$ cat config.mk
export PLATFORM = sky130hd
export DESIGN_NAME = lfu_anchor_cache
export DESIGN_NICKNAME = d
export VERILOG_FILES = /design/src/lfu_pkg.sv /design/src/lfu_slot_mem.sv /design/src/lfu_scan_unit.sv /design/src/lfu_anchor_cache.sv
export SDC_FILE = /design/constraint.sdc
export NUM_CORES = 2
export LEC_CHECK = 0
export BUFFER_PORTS_ARGS = -buffer_cell sky130_fd_sc_hd__clkbuf_2
export CAP_MARGIN = 20
export CORE_MARGIN = 1.5
export CORE_UTILIZATION = 45
export CTS_CLUSTER_DIAMETER = 150
export DETAILED_ROUTE_END_ITERATION = 7
export PLACE_DENSITY_LB_ADDON = 0.15
export SKIP_LAST_GASP = 1
export SLEW_MARGIN = 20
export SYNTH_ARGS = -nofsm -noshare
export SYNTH_HDL_FRONTEND = slang
export SYNTH_SLANG_ARGS = --single-unit
$ cat constraint.sdc
create_clock -name clk -period 27.3 [get_ports clk]
set_clock_uncertainty 0.15 [all_clocks]
set_input_delay 1.365 -clock clk [delete_from_list [all_inputs] [get_ports clk]]
set_output_delay 1.365 -clock clk [all_outputs]
set_load 0.005 [all_outputs]
$ cat src/lfu_pkg.sv
// lfu_pkg: shared sizes, action codes and record types for the lfu anchor cache
// used by lfu_slot_mem, lfu_scan_unit and lfu_anchor_cache
package lfu_pkg;

  localparam int ENTRIES     = 16;
  localparam int ANCHOR_BITS = 64;
  localparam int USE_BITS    = 32;
  localparam int CNT_BITS    = 32;
  localparam int ID_BITS     = 64;
  localparam int TYPE_BITS   = 8;
  localparam int CAP_BITS    = 5;
  localparam int SLOT_BITS   = $clog2(ENTRIES);
  localparam int FILL_BITS   = $clog2(ENTRIES + 1);
  localparam int CMP_BITS    = (FILL_BITS > CAP_BITS) ? FILL_BITS : CAP_BITS;

  localparam logic [USE_BITS-1:0] USE_MAX = '1;
  localparam logic [CNT_BITS-1:0] CNT_MAX = '1;
  localparam logic [CAP_BITS-1:0] CAP_RESET = CAP_BITS'(16);

  localparam logic [2:0] ACT_GET   = 3'd0;
  localparam logic [2:0] ACT_PUT   = 3'd1;
  localparam logic [2:0] ACT_INVAL = 3'd2;
  localparam logic [2:0] ACT_CLEAR = 3'd3;
  localparam logic [2:0] ACT_STATS = 3'd4;

  // one stored slot, without its valid bit
  typedef struct packed {
    logic [ID_BITS-1:0]     id;
    logic [TYPE_BITS-1:0]   etype;
    logic [ANCHOR_BITS-1:0] anchor;
    logic [USE_BITS-1:0]    uses;
  } slot_rec_t;

  // what one pass over the slots found
  typedef struct packed {
    logic                   hit;
    logic [SLOT_BITS-1:0]   hit_idx;
    logic [ANCHOR_BITS-1:0] hit_anchor;
    logic [USE_BITS-1:0]    hit_uses;
    logic                   vic_ok;
    logic [SLOT_BITS-1:0]   vic_idx;
    logic [USE_BITS-1:0]    vic_uses;
    logic                   free_ok;
    logic [SLOT_BITS-1:0]   free_idx;
  } scan_res_t;

endpackage

$ cat src/lfu_slot_mem.sv
// lfu_slot_mem: slot storage (key, anchor, use count) with one write port
// and one registered read port; depends on lfu_pkg
module lfu_slot_mem (
  input  logic                      clk,
  input  logic                      rd_en,
  input  logic [lfu_pkg::SLOT_BITS-1:0] rd_addr,
  output lfu_pkg::slot_rec_t        rd_data,
  input  logic                      wr_en,
  input  logic [lfu_pkg::SLOT_BITS-1:0] wr_addr,
  input  lfu_pkg::slot_rec_t        wr_data
);
  import lfu_pkg::*;

  slot_rec_t mem_r [ENTRIES];
  slot_rec_t rd_data_r;

  // write port
  always_ff @(posedge clk) begin
    if (wr_en) begin
      mem_r[wr_addr] <= wr_data;
    end
  end

  // registered read port
  always_ff @(posedge clk) begin
    if (rd_en) begin
      rd_data_r <= mem_r[rd_addr];
    end
  end

  assign rd_data = rd_data_r;

endmodule

$ cat src/lfu_scan_unit.sv
// lfu_scan_unit: shared compare unit stepped once per slot, tracks key match,
// least-used victim and lowest free slot; depends on lfu_pkg
module lfu_scan_unit (
  input  logic                          clk,
  input  logic                          rst_n,
  input  logic                          start,
  input  logic                          step,
  input  logic [lfu_pkg::SLOT_BITS-1:0] slot_idx,
  input  logic                          slot_valid,
  input  lfu_pkg::slot_rec_t            rec,
  input  logic [lfu_pkg::ID_BITS-1:0]   key_id,
  input  logic [lfu_pkg::TYPE_BITS-1:0] key_type,
  output lfu_pkg::scan_res_t            res
);
  import lfu_pkg::*;

  scan_res_t res_r;
  scan_res_t res_nxt;
  logic      key_eq;
  logic      use_lt;

  // one key compare and one use-count compare per step
  assign key_eq = (rec.id == key_id) && (rec.etype == key_type);
  assign use_lt = rec.uses < res_r.vic_uses;

  always_comb begin
    res_nxt = res_r;
    if (start) begin
      res_nxt.hit     = 1'b0;
      res_nxt.vic_ok  = 1'b0;
      res_nxt.free_ok = 1'b0;
    end else if (step) begin
      // first valid slot with the key
      if (slot_valid && key_eq && !res_r.hit) begin
        res_nxt.hit        = 1'b1;
        res_nxt.hit_idx    = slot_idx;
        res_nxt.hit_anchor = rec.anchor;
        res_nxt.hit_uses   = rec.uses;
      end
      // strictly lower count wins, so ties stay with the lowest slot
      if (slot_valid && (!res_r.vic_ok || use_lt)) begin
        res_nxt.vic_ok   = 1'b1;
        res_nxt.vic_idx  = slot_idx;
        res_nxt.vic_uses = rec.uses;
      end
      // lowest empty slot
      if (!slot_valid && !res_r.free_ok) begin
        res_nxt.free_ok  = 1'b1;
        res_nxt.free_idx = slot_idx;
      end
    end
  end

  always_ff @(posedge clk) begin
    if (!rst_n) begin
      res_r.hit     <= 1'b0;
      res_r.vic_ok  <= 1'b0;
      res_r.free_ok <= 1'b0;
    end else begin
      res_r.hit     <= res_nxt.hit;
      res_r.vic_ok  <= res_nxt.vic_ok;
      res_r.free_ok <= res_nxt.free_ok;
    end
    res_r.hit_idx    <= res_nxt.hit_idx;
    res_r.hit_anchor <= res_nxt.hit_anchor;
    res_r.hit_uses   <= res_nxt.hit_uses;
    res_r.vic_idx    <= res_nxt.vic_idx;
    res_r.vic_uses   <= res_nxt.vic_uses;
    res_r.free_idx   <= res_nxt.free_idx;
  end

  assign res = res_r;

endmodule

$ cat src/lfu_anchor_cache.sv
// lfu_anchor_cache: top level, sequencer, valid bits, fill count and counters
// depends on lfu_pkg, lfu_slot_mem and lfu_scan_unit
//
// Usage:
//   The input channel (in_valid / in_stall) takes one transaction: an action
//   (get, put, invalidate, clear, reset counters) with key and anchor word.
//   Every transaction returns exactly one result on the output channel
//   (out_valid / out_stall): found, anchor word, hit and miss counters.
//   Get, put and invalidate walk all ENTRIES slots through one memory read
//   port and one shared compare unit, one slot per cycle. Clear, counter
//   reset and unused codes skip the walk.
//   in_stall is high while an item is in work. A finished result sits in the
//   output register; if the receiver stalls it holds there and the block
//   finishes its next item up to the point of handing over, then waits.
//   The capacity register is written via cfg_valid / cfg_ready, by the user only
//   while the block is idle, not enforced by the block; cfg_ready is always high.
//   Reset (rst_n low, synchronous) empties all slots, zeroes the counters,
//   sets capacity to 16 and drops out_valid. No clearing pass is needed.
module lfu_anchor_cache (
  input  logic                          clk,
  input  logic                          rst_n,
  // input channel
  input  logic                          in_valid,
  output logic                          in_stall,
  input  logic [2:0]                    in_action,
  input  logic [lfu_pkg::ID_BITS-1:0]   in_entity_id,
  input  logic [lfu_pkg::TYPE_BITS-1:0] in_entity_type,
  input  logic [63:0]                   in_anchor_in,
  // result channel
  output logic                          out_valid,
  input  logic                          out_stall,
  output logic                          out_found,
  output logic [63:0]                   out_anchor_out,
  output logic [lfu_pkg::CNT_BITS-1:0]  out_hits_so_far,
  output logic [lfu_pkg::CNT_BITS-1:0]  out_misses_so_far,
  // configuration write
  input  logic                          cfg_valid,
  output logic                          cfg_ready,
  input  logic [lfu_pkg::CAP_BITS-1:0]  cfg_wdata
);
  import lfu_pkg::*;

  typedef enum logic [1:0] {
    ST_IDLE,
    ST_SCAN,
    ST_UPDATE,
    ST_RESP
  } state_t;

  state_t state_r, state_nxt;

  logic [2:0]             act_r;
  logic [ID_BITS-1:0]     id_r;
  logic [TYPE_BITS-1:0]   type_r;
  logic [ANCHOR_BITS-1:0] anchor_r;

  logic [CAP_BITS-1:0]    cap_r, cap_nxt;
  logic [ENTRIES-1:0]     valid_r, valid_nxt;
  logic [FILL_BITS-1:0]   fill_r, fill_nxt;
  logic [CNT_BITS-1:0]    hits_r, hits_nxt;
  logic [CNT_BITS-1:0]    misses_r, misses_nxt;
  logic                   found_r, found_nxt;
  logic [ANCHOR_BITS-1:0] word_r, word_nxt;

  logic [SLOT_BITS:0]     scan_cnt_r, scan_cnt_nxt;
  logic                   rd_vld_r, rd_vld_nxt;
  logic [SLOT_BITS-1:0]   rd_slot_r;
  logic                   rd_bit_r;

  logic                   out_valid_r, out_valid_nxt;
  logic                   out_found_r;
  logic [ANCHOR_BITS-1:0] out_anchor_r;
  logic [CNT_BITS-1:0]    out_hits_r;
  logic [CNT_BITS-1:0]    out_misses_r;

  logic                   in_acc;
  logic                   rd_en;
  logic [SLOT_BITS-1:0]   rd_addr;
  slot_rec_t              rd_data;
  logic                   wr_en;
  logic [SLOT_BITS-1:0]   wr_addr;
  slot_rec_t              wr_data;
  scan_res_t              scan;
  logic                   scan_start;

  logic [CMP_BITS-1:0]    cap_eff;
  logic                   evict;
  logic [SLOT_BITS-1:0]   ins_idx;
  logic                   load_out;

  assign in_acc    = in_valid && !in_stall;
  assign in_stall  = (state_r != ST_IDLE);
  assign cfg_ready = 1'b1;

  // slot walk: one read issued per cycle, registered data arrives in the next cycle
  assign rd_en      = (state_r == ST_SCAN) && (scan_cnt_r < (SLOT_BITS+1)'(ENTRIES));
  assign rd_addr    = scan_cnt_r[SLOT_BITS-1:0];
  assign scan_start = in_acc;

  lfu_slot_mem u_mem (
    .clk     (clk),
    .rd_en   (rd_en),
    .rd_addr (rd_addr),
    .rd_data (rd_data),
    .wr_en   (wr_en),
    .wr_addr (wr_addr),
    .wr_data (wr_data)
  );

  lfu_scan_unit u_scan (
    .clk        (clk),
    .rst_n      (rst_n),
    .start      (scan_start),
    .step       (rd_vld_r),
    .slot_idx   (rd_slot_r),
    .slot_valid (rd_bit_r),
    .rec        (rd_data),
    .key_id     (id_r),
    .key_type   (type_r),
    .res        (scan)
  );

  // capacity clamped to 1..ENTRIES
  always_comb begin
    if (cap_r == '0) begin
      cap_eff = CMP_BITS'(1);
    end else if (CMP_BITS'(cap_r) > CMP_BITS'(ENTRIES)) begin
      cap_eff = CMP_BITS'(ENTRIES);
    end else begin
      cap_eff = CMP_BITS'(cap_r);
    end
  end

  // insert slot: lowest empty slot once the victim is gone
  assign evict = CMP_BITS'(fill_r) >= cap_eff;
  always_comb begin
    if (!evict) begin
      ins_idx = scan.free_idx;
    end else if (scan.free_ok && (scan.free_idx < scan.vic_idx)) begin
      ins_idx = scan.free_idx;
    end else begin
      ins_idx = scan.vic_idx;
    end
  end

  // slot write on a put
  always_comb begin
    wr_en          = (state_r == ST_UPDATE) && (act_r == ACT_PUT);
    wr_addr        = scan.hit ? scan.hit_idx : ins_idx;
    wr_data.id     = id_r;
    wr_data.etype  = type_r;
    wr_data.anchor = anchor_r;
    if (!scan.hit) begin
      wr_data.uses = USE_BITS'(1);
    end else if (scan.hit_uses == USE_MAX) begin
      wr_data.uses = scan.hit_uses;
    end else begin
      wr_data.uses = scan.hit_uses + USE_BITS'(1);
    end
  end

  assign load_out = (state_r == ST_RESP) && (!out_valid_r || !out_stall);

  // sequencer and state updates
  always_comb begin
    state_nxt     = state_r;
    cap_nxt       = cap_r;
    valid_nxt     = valid_r;
    fill_nxt      = fill_r;
    hits_nxt      = hits_r;
    misses_nxt    = misses_r;
    found_nxt     = found_r;
    word_nxt      = word_r;
    scan_cnt_nxt  = scan_cnt_r;
    rd_vld_nxt    = rd_en;
    out_valid_nxt = out_valid_r;

    if (cfg_valid && cfg_ready) begin
      cap_nxt = cfg_wdata;
    end

    if (out_valid_r && !out_stall) begin
      out_valid_nxt = 1'b0;
    end

    case (state_r)
      ST_IDLE: begin
        if (in_acc) begin
          scan_cnt_nxt = '0;
          found_nxt    = 1'b0;
          word_nxt     = '0;
          if ((in_action == ACT_GET) || (in_action == ACT_PUT) ||
              (in_action == ACT_INVAL)) begin
            state_nxt = ST_SCAN;
          end else begin
            state_nxt = ST_UPDATE;
          end
        end
      end
      ST_SCAN: begin
        if (rd_en) begin
          scan_cnt_nxt = scan_cnt_r + (SLOT_BITS+1)'(1);
        end
        if (rd_vld_r && (rd_slot_r == SLOT_BITS'(ENTRIES - 1))) begin
          state_nxt = ST_UPDATE;
        end
      end
      ST_UPDATE: begin
        state_nxt = ST_RESP;
        case (act_r)
          ACT_GET: begin
            if (scan.hit) begin
              found_nxt = 1'b1;
              word_nxt  = scan.hit_anchor;
              if (hits_r != CNT_MAX) begin
                hits_nxt = hits_r + CNT_BITS'(1);
              end
            end else if (misses_r != CNT_MAX) begin
              misses_nxt = misses_r + CNT_BITS'(1);
            end
          end
          ACT_PUT: begin
            if (!scan.hit) begin
              if (evict) begin
                valid_nxt[scan.vic_idx] = 1'b0;
              end else begin
                fill_nxt = fill_r + FILL_BITS'(1);
              end
              valid_nxt[ins_idx] = 1'b1;
            end
          end
          ACT_INVAL: begin
            if (scan.hit) begin
              valid_nxt[scan.hit_idx] = 1'b0;
              fill_nxt = fill_r - FILL_BITS'(1);
            end
          end
          ACT_CLEAR: begin
            valid_nxt = '0;
            fill_nxt  = '0;
          end
          ACT_STATS: begin
            hits_nxt   = '0;
            misses_nxt = '0;
          end
          default: begin
          end
        endcase
      end
      ST_RESP: begin
        if (load_out) begin
          out_valid_nxt = 1'b1;
          state_nxt     = ST_IDLE;
        end
      end
      default: begin
        state_nxt = ST_IDLE;
      end
    endcase
  end

  // state, control and registered outputs
  always_ff @(posedge clk) begin
    if (!rst_n) begin
      state_r     <= ST_IDLE;
      cap_r       <= CAP_RESET;
      valid_r     <= '0;
      fill_r      <= '0;
      hits_r      <= '0;
      misses_r    <= '0;
      scan_cnt_r  <= '0;
      rd_vld_r    <= 1'b0;
      out_valid_r <= 1'b0;
    end else begin
      state_r     <= state_nxt;
      cap_r       <= cap_nxt;
      valid_r     <= valid_nxt;
      fill_r      <= fill_nxt;
      hits_r      <= hits_nxt;
      misses_r    <= misses_nxt;
      scan_cnt_r  <= scan_cnt_nxt;
      rd_vld_r    <= rd_vld_nxt;
      out_valid_r <= out_valid_nxt;
    end
    found_r   <= found_nxt;
    word_r    <= word_nxt;
    rd_slot_r <= rd_addr;
    rd_bit_r  <= valid_r[rd_addr];
    if (in_acc) begin
      act_r    <= in_action;
      id_r     <= in_entity_id;
      type_r   <= in_entity_type;
      anchor_r <= in_anchor_in[ANCHOR_BITS-1:0];
    end
    if (load_out) begin
      out_found_r  <= found_r;
      out_anchor_r <= word_r;
      out_hits_r   <= hits_r;
      out_misses_r <= misses_r;
    end
  end

  assign out_valid         = out_valid_r;
  assign out_found         = out_found_r;
  assign out_anchor_out    = 64'(out_anchor_r);
  assign out_hits_so_far   = out_hits_r;
  assign out_misses_so_far = out_misses_r;

  // fill count tracks the valid bits
  a_fill_matches : assert property (@(posedge clk) disable iff (!rst_n)
    fill_r == FILL_BITS'($countones(valid_r)))
    else $error("fill count out of step with valid bits");

  // an insert without eviction always has an empty slot
  a_free_slot : assert property (@(posedge clk) disable iff (!rst_n)
    (state_r == ST_UPDATE) && (act_r == ACT_PUT) && !scan.hit && !evict |-> scan.free_ok)
    else $error("insert without eviction found no empty slot");

  // an eviction always has a victim
  a_victim : assert property (@(posedge clk) disable iff (!rst_n)
    (state_r == ST_UPDATE) && (act_r == ACT_PUT) && !scan.hit && evict |-> scan.vic_ok)
    else $error("eviction without a victim");

  // a new result is loaded only after the previous one left
  a_out_load : assert property (@(posedge clk) disable iff (!rst_n)
    load_out |-> (!out_valid_r || !out_stall))
    else $error("result register overwritten while stalled");

endmodule

==> qor.log <==
INFO  run_status     run_status=completed
INFO  placement      detailedPlacementHpwl=158.1mm
INFO  clocking       cts-buffers-inserted=353
INFO  grt            global_route_wire_length_before_repair=440.6mm
INFO  finish         flow.area_growth_from_synthesis=14.24%
INFO  finish         layout.filler_cells=22,140
INFO  logic_synthesis netlist.area_leader.share=0.7761
INFO  floorplan      coreArea=285,000um^2
INFO  logic_synthesis synth_edf_count=3,329
INFO  drt            num_vias=59,330
INFO  sta            finalSetupTns=0ns
INFO  floorplan      initial_core_util=0.4520
INFO  finish         finish.net_count=6,320
INFO  sta            finalMaxSlewViolations=0
INFO  clocking       tritoncts=done
INFO  clocking       ctsHtreeMaxLevel=5
INFO  floorplan      total_die_area=289,500um^2
INFO  logic_synthesis ys_top_cells_by_area=sky130_fd_sc_hd__edfxtp_1, sky130_fd_sc_hd__mux4_2, sky130_fd_sc_hd__dfxtp_1
INFO  clocking       cts_root_buf=sky130_fd_sc_hd__clkbuf_16
INFO  logic_synthesis post_synth.cell_area_avg=22.94um^2
INFO  sta            timing.slew.headroom=0.2571
INFO  pwr            p_leak=44.66nW
INFO  drt            detail-route-antenna-nets=0
INFO  sta            layout_worst_path_cycle_share=0.2115
INFO  hold_path      holdCritPathClass=flop to flop
INFO  critical_path  critPathCaptureType=flop
INFO  sta            finalHoldViolCount=0
INFO  logic_synthesis synthMostInstantiatedCell=sky130_fd_sc_hd__edfxtp_1
INFO  logic_synthesis yosys_register_bits=3,436
INFO  sta            final_setup_vio_count=0
INFO  critical_path  timing.critical_path.fanout_max=40
INFO  finish         final_core_utilization=0.5164
INFO  sta            holdWs=0.2506ns
INFO  clocking       post_cts_hold_buffer_count=0
INFO  logic_synthesis post_synthesis_net_count=5,814
INFO  pwr            fin_total_pwr=12.55mW
INFO  sta            period_minus_slack=5.775ns
INFO  clocking       clock-sinks=3,436
INFO  drt            final_wl=307.1mm
INFO  pwr            total_power_density_per_cell_area=85.27nW/um^2
INFO  sta            tightest_slew=1.114ns
INFO  grt            grt_start_max_net_pins=139
INFO  drt            drc=0
INFO  floorplan      floorplan.rows=196
INFO  floorplan      ios=281
INFO  placement      io_buffers=279
INFO  clocking       setup_fix_bufs_post_cts=0
INFO  logic_synthesis yosys.area.top_type=sky130_fd_sc_hd__edfxtp_1
INFO  critical_path  required_time_at_the_endpoint_of_the_critical_path=27.66ns
INFO  logic_synthesis ys_top_cells_by_count=sky130_fd_sc_hd__edfxtp_1, sky130_fd_sc_hd__mux4_2, sky130_fd_sc_hd__clkbuf_1, sky130_fd_sc_hd__nor2_1, sky130_fd_sc_hd__dfxtp_1
INFO  floorplan      fp.dieW=538.0um
INFO  drt            average_wire_per_standard_cell=30.21um
INFO  grt            via_count_of_the_first_global_routing_pass=60,960
INFO  clocking       clkSlewWorstSetupHoldPaths=0.06ns
INFO  logic_synthesis library_cells_used_by_synthesis=69
INFO  logic_synthesis synth_flop_cell=sky130_fd_sc_hd__edfxtp_1
INFO  sta            grt_setup_unrepaired=no
INFO  pwr            ir_worst_vdd=0.00008746V
INFO  logic_synthesis synth-seq-area-share=0.7927
INFO  finish         stdcell_area=147,200um^2
INFO  sta            maxClockFrequency=173.2MHz
INFO  grt            grtUsageTotal=0.2125
INFO  drt            detailedRoute.firstPassIterationCount=6
INFO  critical_path  critPathKind=flop to flop
INFO  grt            grt.overflow.total=0
INFO  logic_synthesis synthArstFlopShare=0
INFO  drt            vias_per_cell=5.836
INFO  logic_synthesis synth_warnings=0
INFO  floorplan      die_h=538.0um
INFO  placement      gp_congestion=0.8052
INFO  critical_path  arrival_time_at_the_worst_endpoint=6.14ns
INFO  drt            drt-initial-drc-count=6,242
INFO  logic_synthesis netlist_area=128,800um^2
INFO  clocking       clk_latency=0.92ns
INFO  finish         layout-drive-gt1-share=0.2815
INFO  logic_synthesis postSynthCellCount=5,614
INFO  clocking       max-clock-path-buffers=4
INFO  flow_run       timing.max_cap.violations=0
INFO  clocking       post_cts_resized=0
INFO  placement      detailed_place.area=135,300um^2
INFO  grt            antenna_found_initial=24
INFO  critical_path  worst_setup_path_start_kind=flop
cell usage in the layout (no fill, tap or decap), types with 33 or more instances in the layout:
cell type,count
sky130_fd_sc_hd__clkbuf_2,279
sky130_fd_sc_hd__clkbuf_1,64
sky130_fd_sc_hd__xor2_1,33
sky130_fd_sc_hd__bufinv_16,46
sky130_fd_sc_hd__ha_1,49
sky130_fd_sc_hd__dfxtp_1,103
sky130_fd_sc_hd__a21oi_1,51
sky130_fd_sc_hd__nand3_1,65
sky130_fd_sc_hd__clkbuf_16,369
sky130_fd_sc_hd__o21ai_0,45
sky130_fd_sc_hd__and2_1,66
sky130_fd_sc_hd__clkinv_2,48
sky130_fd_sc_hd__nor2_1,121
sky130_fd_sc_hd__nor3_1,40
sky130_fd_sc_hd__buf_4,102
sky130_fd_sc_hd__edfxtp_1,3329
sky130_fd_sc_hd__clkinv_1,75
sky130_fd_sc_hd__xnor2_1,89
sky130_fd_sc_hd__nand2_1,95
sky130_fd_sc_hd__mux4_2,845
sky130_fd_sc_hd__inv_1,76
sky130_fd_sc_hd__nand4_1,47
sequential cells by signal, indices dropped and copies added, names as in the netlist, 8 cells and up:
name               cells
u_mem.mem_r         2688
type_r                 8
anchor_r              64
word_r                64
out_anchor_out        64
misses_r              32
out_hits_so_far       32
valid_r               16
u_scan.res           143
id_r                  64
hits_r                32
out_misses_so_far     32
u_mem.rd_data        168
metal layers:
layer	global-route usage	vias to the layer above	wire [um]
met5	0	-	50
met4	0.05895	8	7767
met3	0.03337	405	18140
met2	0.3326	1887	145900
met1	0.3123	32350	135200
li1	-	24670	-
where the power goes:
part / internal [mW] / total (mW) / switching (mW) / leakage (nW)
registers: 6.27 / 6.55 / 0.283 / 30.6
logic: 0.441 / 1.08 / 0.640 / 8.28
clock network: 2.91 / 4.92 / 2.00 / 5.74
cell families (layout without fill, tap and decap cells):
kind of cell,Yosys count,after routing,share of synthesized area
DFF,3436,3436,0.7927
other,1,3,0.00002911
AOI/OAI and AO/OA,232,232,0.01162
xor gates and xnor gates,122,122,0.008295
adders and majority gates,51,51,0.005012
buffers and inverters,326,1114,0.009626
muxes,861,861,0.1490
and+or+nand+nor,585,585,0.02373
through the flow:
step | setup slack (ns) | instances
3_3_place_gp | 21.37 | 9526
4_1_cts | 21.48 | 10160
6_report | 21.53 | 10170
2_1_floorplan | 8.192 | 5614
5_1_grt | 21.15 | 10170
3_5_place_dp | 21.51 | 9527
area by class of cell:
class	instances	area, um^2	share of cell area
clock buffers	437	9529	0.06476
multi-input cells	1852	25720	0.1748
well taps	3762	4707	0.03199
clock inverters	200	2261	0.01536
inverters	78	300.3	0.002041
diodes	2	5.005	0.00003401
flip-flops and latches	3436	102100	0.6940
repair buffers	399	2514	0.01708
final timing paths:
kind,from,endpoint,slack (ns),cells after the start
hold reg to reg,word_r[13],out_anchor_out[13],0.25,0
hold / removal,word_r[13],out_anchor_out[13],0.25,0
setup / recovery,cap_r[1],u_mem.mem_r[7][6],21.53,13
setup reg to reg,cap_r[1],u_mem.mem_r[7][6],21.53,13
worst max-delay path: stages (launching register included):
cell,delay [ns]
sky130_fd_sc_hd__dfxtp_1,0.32
sky130_fd_sc_hd__nor3_1,0.22
sky130_fd_sc_hd__nor2_1,0.07
sky130_fd_sc_hd__nor2_1,0.12
sky130_fd_sc_hd__ha_1,0.24
sky130_fd_sc_hd__nand2b_1,0.14
sky130_fd_sc_hd__a21oi_1,0.23
sky130_fd_sc_hd__o21a_1,0.53
sky130_fd_sc_hd__o21ai_0,0.24
sky130_fd_sc_hd__a22o_1,0.39
sky130_fd_sc_hd__nor4_2,0.37
sky130_fd_sc_hd__buf_4,0.61
sky130_fd_sc_hd__buf_4,0.75
sky130_fd_sc_hd__buf_4,0.81
No activity file was read; power rests on OpenSTA's default activity.
